`src/rtl/asidal_pkg.sv`:
```
package asidal_pkg;

    // default number of identifiers handed out
    localparam int NUM_IDS_DEF = 128;

    // identifier code that means no address space assigned
    localparam logic [7:0] ASID_NONE = 8'd254;

    // command codes
    localparam logic CMD_SWITCH  = 1'b0;
    localparam logic CMD_RELEASE = 1'b1;

    // usage mark of one identifier
    typedef enum logic [1:0] {
        MARK_FREE  = 2'd0,
        MARK_USED  = 2'd1,
        MARK_DIRTY = 2'd2
    } mark_t;

    // result status codes
    localparam logic [1:0] ST_OK        = 2'd0;
    localparam logic [1:0] ST_EXHAUSTED = 2'd1;
    localparam logic [1:0] ST_RANGE     = 2'd2;

endpackage

```
`src/rtl/asid_allocator_lazy_flush_unit.sv`:
```
// asid allocator with deferred tlb flush
//
// input channel (in_valid/in_ready, cmd, asid_in) takes one request per transfer;
// output channel (out_valid/out_ready, asid_out, flush_tlb, status) returns one
// result per request. in_ready is high only while the sequencer is idle, so
// one request is worked on at a time.
//
// switch with an assigned id and every release go straight to the output
// state. switch with the invalid code runs a find pass over the mark memory,
// one entry read per cycle on its single read port, which the lowest free id
// ends early. with no free id a reclaim pass turns dirty marks free, then the
// highest reclaimed id is taken with flush_tlb set; with no dirty mark either,
// the result is the invalid code with status exhausted.
//
// reset clears the per-entry valid flags, so every mark reads as free with no
// clearing pass. the result sits in an output register; when the receiver
// stalls, a finished result waits there and the sequencer holds in its
// output state until the register is free.
module asid_allocator_lazy_flush_unit
    import asidal_pkg::*;
#(
    parameter int NUM_IDS = NUM_IDS_DEF
)
(
    input  logic       clk,
    input  logic       rst_n,
    input  logic       in_valid,
    output logic       in_ready,
    input  logic       cmd,
    input  logic [7:0] asid_in,
    output logic       out_valid,
    input  logic       out_ready,
    output logic [7:0] asid_out,
    output logic       flush_tlb,
    output logic [1:0] status
);

    localparam int IW = (NUM_IDS > 1) ? $clog2(NUM_IDS) : 1;
    localparam int CW = $clog2(NUM_IDS + 1);

    typedef enum logic [2:0] {
        S_IDLE,
        S_FIND,
        S_RECLAIM,
        S_FINAL,
        S_OUT
    } state_t;

    state_t          state_reg, state_next;
    logic [CW-1:0]   cnt_reg, cnt_next;
    logic            rd_live_reg, rd_live_next;
    logic [IW-1:0]   pick_reg, pick_next;
    logic            found_reg, found_next;
    logic [7:0]      res_asid_reg, res_asid_next;
    logic            res_flush_reg, res_flush_next;
    logic [1:0]      res_status_reg, res_status_next;
    logic            out_valid_reg, out_valid_next;
    logic [7:0]      asid_out_reg, asid_out_next;
    logic            flush_tlb_reg, flush_tlb_next;
    logic [1:0]      status_reg, status_next;

    // mark memory, one read and one write port
    mark_t           marks_mem [NUM_IDS];
    logic [NUM_IDS-1:0] valid_reg;
    mark_t           rd_mark_reg;
    logic            rd_flag_reg;
    logic [IW-1:0]   rd_addr_reg;
    logic [IW-1:0]   rd_addr;
    mark_t           eff_mark;

    logic            mem_we;
    logic [IW-1:0]   mem_wa;
    mark_t           mem_wd;

    logic            scan_more;
    logic            scan_last;

    assign in_ready  = (state_reg == S_IDLE);
    assign out_valid = out_valid_reg;
    assign asid_out  = asid_out_reg;
    assign flush_tlb = flush_tlb_reg;
    assign status    = status_reg;

    assign rd_addr   = cnt_reg[IW-1:0];
    // an entry never written since reset is free
    assign eff_mark  = rd_flag_reg ? rd_mark_reg : MARK_FREE;
    assign scan_more = (cnt_reg < CW'(NUM_IDS));
    assign scan_last = (cnt_reg == CW'(NUM_IDS));

    always_ff @(posedge clk)
    begin
        if (mem_we)
        begin
            marks_mem[mem_wa] <= mem_wd;
        end
        rd_mark_reg <= marks_mem[rd_addr];
        rd_addr_reg <= rd_addr;
    end

    always_ff @(posedge clk or negedge rst_n)
    begin
        if (!rst_n)
        begin
            valid_reg   <= '0;
            rd_flag_reg <= 1'b0;
        end
        else
        begin
            if (mem_we)
            begin
                valid_reg[mem_wa] <= 1'b1;
            end
            rd_flag_reg <= valid_reg[rd_addr];
        end
    end

    always_comb
    begin
        state_next      = state_reg;
        cnt_next        = cnt_reg;
        rd_live_next    = rd_live_reg;
        pick_next       = pick_reg;
        found_next      = found_reg;
        res_asid_next   = res_asid_reg;
        res_flush_next  = res_flush_reg;
        res_status_next = res_status_reg;
        out_valid_next  = out_valid_reg;
        asid_out_next   = asid_out_reg;
        flush_tlb_next  = flush_tlb_reg;
        status_next     = status_reg;
        mem_we          = 1'b0;
        mem_wa          = rd_addr_reg;
        mem_wd          = MARK_USED;

        // output transfer frees the register
        if (out_valid_reg && out_ready)
        begin
            out_valid_next = 1'b0;
        end

        case (state_reg)
            S_IDLE:
            begin
                if (in_valid)
                begin
                    res_flush_next = 1'b0;
                    state_next     = S_OUT;
                    if (cmd == CMD_SWITCH)
                    begin
                        if (asid_in == ASID_NONE)
                        begin
                            // start the find pass
                            state_next   = S_FIND;
                            cnt_next     = '0;
                            rd_live_next = 1'b0;
                            found_next   = 1'b0;
                        end
                        else
                        begin
                            // already assigned, pass through
                            res_asid_next   = asid_in;
                            res_status_next = ST_OK;
                        end
                    end
                    else if (asid_in >= 8'(NUM_IDS))
                    begin
                        res_asid_next   = ASID_NONE;
                        res_status_next = ST_RANGE;
                    end
                    else
                    begin
                        mem_we          = 1'b1;
                        mem_wa          = asid_in[IW-1:0];
                        mem_wd          = MARK_DIRTY;
                        res_asid_next   = ASID_NONE;
                        res_status_next = ST_OK;
                    end
                end
            end

            S_FIND:
            begin
                rd_live_next = scan_more;
                if (scan_more)
                begin
                    cnt_next = cnt_reg + CW'(1);
                end
                if (rd_live_reg && (eff_mark == MARK_FREE))
                begin
                    // lowest free id
                    mem_we          = 1'b1;
                    mem_wa          = rd_addr_reg;
                    mem_wd          = MARK_USED;
                    res_asid_next   = 8'(rd_addr_reg);
                    res_flush_next  = 1'b0;
                    res_status_next = ST_OK;
                    state_next      = S_OUT;
                end
                else if (scan_last)
                begin
                    state_next   = S_RECLAIM;
                    cnt_next     = '0;
                    rd_live_next = 1'b0;
                end
            end

            S_RECLAIM:
            begin
                rd_live_next = scan_more;
                if (scan_more)
                begin
                    cnt_next = cnt_reg + CW'(1);
                end
                if (rd_live_reg && (eff_mark == MARK_DIRTY))
                begin
                    // dirty back to free, remember the highest
                    mem_we     = 1'b1;
                    mem_wa     = rd_addr_reg;
                    mem_wd     = MARK_FREE;
                    pick_next  = rd_addr_reg;
                    found_next = 1'b1;
                end
                if (scan_last)
                begin
                    state_next = S_FINAL;
                end
            end

            S_FINAL:
            begin
                state_next = S_OUT;
                if (found_reg)
                begin
                    mem_we          = 1'b1;
                    mem_wa          = pick_reg;
                    mem_wd          = MARK_USED;
                    res_asid_next   = 8'(pick_reg);
                    res_flush_next  = 1'b1;
                    res_status_next = ST_OK;
                end
                else
                begin
                    res_asid_next   = ASID_NONE;
                    res_flush_next  = 1'b0;
                    res_status_next = ST_EXHAUSTED;
                end
            end

            S_OUT:
            begin
                if (!out_valid_reg || out_ready)
                begin
                    out_valid_next = 1'b1;
                    asid_out_next  = res_asid_reg;
                    flush_tlb_next = res_flush_reg;
                    status_next    = res_status_reg;
                    state_next     = S_IDLE;
                end
            end

            default:
            begin
                state_next = S_IDLE;
            end
        endcase
    end

    always_ff @(posedge clk or negedge rst_n)
    begin
        if (!rst_n)
        begin
            state_reg      <= S_IDLE;
            cnt_reg        <= '0;
            rd_live_reg    <= 1'b0;
            found_reg      <= 1'b0;
            out_valid_reg  <= 1'b0;
        end
        else
        begin
            state_reg      <= state_next;
            cnt_reg        <= cnt_next;
            rd_live_reg    <= rd_live_next;
            found_reg      <= found_next;
            out_valid_reg  <= out_valid_next;
        end
    end

    // payload registers, no reset needed
    always_ff @(posedge clk)
    begin
        pick_reg       <= pick_next;
        res_asid_reg   <= res_asid_next;
        res_flush_reg  <= res_flush_next;
        res_status_reg <= res_status_next;
        asid_out_reg   <= asid_out_next;
        flush_tlb_reg  <= flush_tlb_next;
        status_reg     <= status_next;
    end

endmodule

```
`config.mk`:
```
export PLATFORM = sky130hd
export DESIGN_NAME = asid_allocator_lazy_flush_unit
export DESIGN_NICKNAME = d
export VERILOG_FILES = /design/src/rtl/asidal_pkg.sv /design/src/rtl/asid_allocator_lazy_flush_unit.sv
export SDC_FILE = /design/constraint.sdc
export NUM_CORES = 1
export LEC_CHECK = 0
export ABC_AREA = 1
export CORE_MARGIN = 5
export CORE_UTILIZATION = 30
export CTS_CLUSTER_SIZE = 10
export DETAILED_ROUTE_END_ITERATION = 16
export DONT_BUFFER_PORTS = 1
export PLACE_DENSITY_LB_ADDON = 0.15
export SLEW_MARGIN = 20
export SYNTH_ARGS = -nofsm -noshare
export SYNTH_HDL_FRONTEND = slang
export SYNTH_SLANG_ARGS = --single-unit
export TNS_END_PERCENT = 30
```
`constraint.sdc`:
```
create_clock -name clk -period 6.7 [get_ports clk]
set_input_delay 0.335 -clock clk [delete_from_list [all_inputs] [get_ports clk]]
set_output_delay 0.335 -clock clk [all_outputs]
set_load 0.05 [all_outputs]
```
==> impl_metrics.tcl <==
set metrics [dict create \
    outcome "finished clean" \
    timing.critical_path.fanout_max 16 \
    share_comb_of_total_power_pct 15.0 \
    clk_latency_ps 590 \
    grt_start_max_net_pins 178 \
    cts-htree-levels 2 \
    max_cap_check_violation_count 0 \
    synth.ff_latch_count 437 \
    worst_setup_path_end_kind "flip-flop" \
    clockBufferDepth 3 \
    fin_cells 3084 \
    initial_drc_count 898 \
    drc 0 \
    hold_viol_final 0 \
    finalCoreUtilization_pct 34.0 \
    worstHoldPathType "input pin to flip-flop" \
    max_reg_flops 256 \
    power.ir.vdd_worst_uv 200 \
    yosys.area.top_type_share_pct 43.3 \
    start_kind "flip-flop" \
    ff2ff_setup_slack_ps 3150 \
    post_route_cells_drive_above_1_share_pct 5.68 \
    grt_pass1_wl_um 83400 \
    final.period_utilization_pct 52.9 \
    num_antenna_cells 0 \
    layout-area-overhead-vs-synth_pct 12.9 \
    buffer_ports.inserted 0 \
    avgRoutedWirePerCell_um 17.5 \
    total_switching_power_uw 2050 \
    design_power_total_uw 6850 \
    grt_pass1_vias 14300 \
    ioPinCount 26 \
    finalWeightedCongestion 0.745 \
    post_cts.resized_instances 0 \
    fin_nets 2192 \
    die_area_um2 71000 \
    setup_total_negative_slack_ps 0 \
    worst_clock_skew_ps 13.4 \
    initial_antenna_violation_count 0 \
    finalMaxSlewViolations 0 \
    drt_pre_antenna_iters 7 \
    syn-instance-count 2191 \
    max_slew_margin_pct 29.4 \
    cts-buffers-inserted 52 \
    critical-path-slowest-cell "sky130_fd_sc_hd__nor2_4" \
    clock-sinks 437 \
    cell_internal_pwr_uw 4790 \
    netlist_top_cells_area "sky130_fd_sc_hd__edfxtp_1 43%, sky130_fd_sc_hd__dfrtp_1 18%, sky130_fd_sc_hd__nand2_1 14%, sky130_fd_sc_hd__inv_1 7.3%, sky130_fd_sc_hd__nand3_1 6.4%" \
    power.density_cell_area_nw_per_um2 307 \
    avgViaCountPerCell 4.49 \
    worst_tran_pin_value_ps 1060 \
    via_count 13800 \
    path_common_cell "sky130_fd_sc_hd__inv_1" \
    critPathRequiredTime_ps 6990 \
    start_util_pct 30.1 \
    seqPwrFrac_pct 46.7 \
    rsz0062_at_grt "false" \
    achievable_freq_ghz 0.282 \
    grt_use_total_pct 15.2 \
    finalSetupViolations 0 \
    post-dp-hpwl_um 30300 \
    top_delay_family_on_crit_path "simple AND/OR/NAND/NOR gates" \
    chipHeight_um 267 \
    finalWorstPathRequiredPeriod_ps 3550 \
    power.share.clock_pct 38.2 \
    crit_buf_inv 3 \
    criticalPathCategory "flip-flop to flip-flop" \
    power.share.switching_pct 30.0 \
    data_arrival_at_the_endpoint_of_the_critical_path_ps 3840 \
    critical-path-max-stage-delay_ps 810 \
    yosys.cell_types.count 36 \
    dp.cells 2973 \
    grt_remaining_overflow 0 \
    tritoncts "built" \
    num_rows 94 \
    worstPathCellList "nor2_2 > inv_1 > nor2_1 > nand2_1 > inv_1 > nor2_4 > nand3_2 > nand2_2 > nor2_4 > nand2_1 > inv_1" \
    clkSlewWorstSetupHoldPaths_ps 60 \
    sequential_element_share_of_the_synthesized_area_pct 62.4 \
    cellLeakagePower_uw 0.0102 \
    detail-route-antenna-nets 0 \
    post_synth_instance_area_um2 19700 \
    syn_nets 2206 \
    floorplan_die_width_um 267 \
    root_buffer "sky130_fd_sc_hd__clkbuf_16" \
    netlist.top_cell.by_area "sky130_fd_sc_hd__edfxtp_1" \
    average_size_of_a_mapped_cell_um2 9.01 \
    yosys_warnings 0 \
    postRouteWirelength_um 53900 \
    core_area_um2 65500 \
]
-- what timing repair did --
action,in CTS,in global routing
setup buffers,0,0
hold endpoints to repair,156,0
hold buffers,14,0
-- per-stage QoR --
stage | cell area [µm²] | setup slack, ps | hold slack [ps]
after floorplan | 19700 | 1270 | 39.4
after global placement | 20600 | 3170 | 52.9
after detailed placement | 20600 | 3080 | 51.4
after CTS | 22300 | 3080 | 11.1
after global routing | 22300 | 2860 | 21.8
final | 22300 | 3150 | 41.3
-- Yosys cell counts, drive strengths merged --
cell type / count
edfxtp: 285
nand2: 739
o211ai: 21
nor2: 135
o22ai: 2
nor3: 5
dfrtp: 143
clkinv: 2
clkbuf: 70
xor2: 4
xnor2: 2
o21ai: 77
buf: 25
o31ai: 1
ha: 2
inv: 387
o221ai: 4
a211oi: 1
nand3: 256
dfxtp: 9
a21oi: 17
nand4: 4
-- final timing paths --
| path | cells after the start | from | endpoint |
|---|---|---|---|
| worst max-delay path | 11 | state_reg[2] | marks_mem[95][1] |
| worst min-delay path | 2 | asid_in[0] | res_asid_reg[0] |
| worst max register to register | 11 | state_reg[2] | marks_mem[95][1] |
| worst min register to register | 0 | res_asid_reg[5] | asid_out[5] |
| max in group asynchronous | 2 | rst_n | cnt_reg[1] |
| min in group asynchronous | 2 | rst_n | valid_reg[87] |
-- layer usage --
layer / GRT usage (%) / part of all wire, %
met4: 4.54 / 2.4
met2: 26.2 / 48
met5: 0 / 0
met1: 20.0 / 46
met3: 2.32 / 4.0
-- placed cells by master, fill, tap and decap left out, drive strengths merged --
cell	n
xnor2	2
o211ai	21
buf	14
o22ai	2
nor3	5
inv	388
dlygate4sd3	13
nand3	256
a21oi	17
a211oi	1
nor2	135
clkinv	5
xor2	4
ha	2
nand2	739
o221ai	4
clkbuf	93
dfxtp	9
dfrtp	143
o21ai	77
edfxtp	285
nand4	4
o31ai	1
-- power by group through the flow --
stage | sequential (µW) | combinational, µW | clock, µW
after detailed placement | 3250 | 1030 | 0
after global placement | 3250 | 1020 | 0
after floorplan | 3210 | 731 | 0
final | 3200 | 1030 | 2620
after CTS | 3200 | 1060 | 2710
after global routing | 3210 | 1160 | 2820
-- kinds of logic after synthesis --
| kind of cell | after synthesis | synth area share, % |
|---|---|---|
| XOR/XNOR | 6 | 0.266 |
| flip-flops | 437 | 62.4 |
| adder cells (fa/ha/maj) | 2 | 0.127 |
| buffers and inverters | 484 | 9.42 |
| AO/OA/AOI/OAI | 123 | 3.56 |
| AND/OR/NAND/NOR | 1139 | 24.2 |
-- area by class of cell --
| class | count | area (µm²) |
|---|---|---|
| flip-flops and latches | 437 | 12300 |
| inverters | 389 | 1470 |
| multi-input cells | 1270 | 5570 |
| repair buffers | 27 | 280 |
| clock buffers | 93 | 1530 |
| well taps | 864 | 1080 |
| clock inverters | 4 | 30.0 |
| fillers | 6663 | 43200 |
No activity file was read; power rests on OpenSTA's default activity.
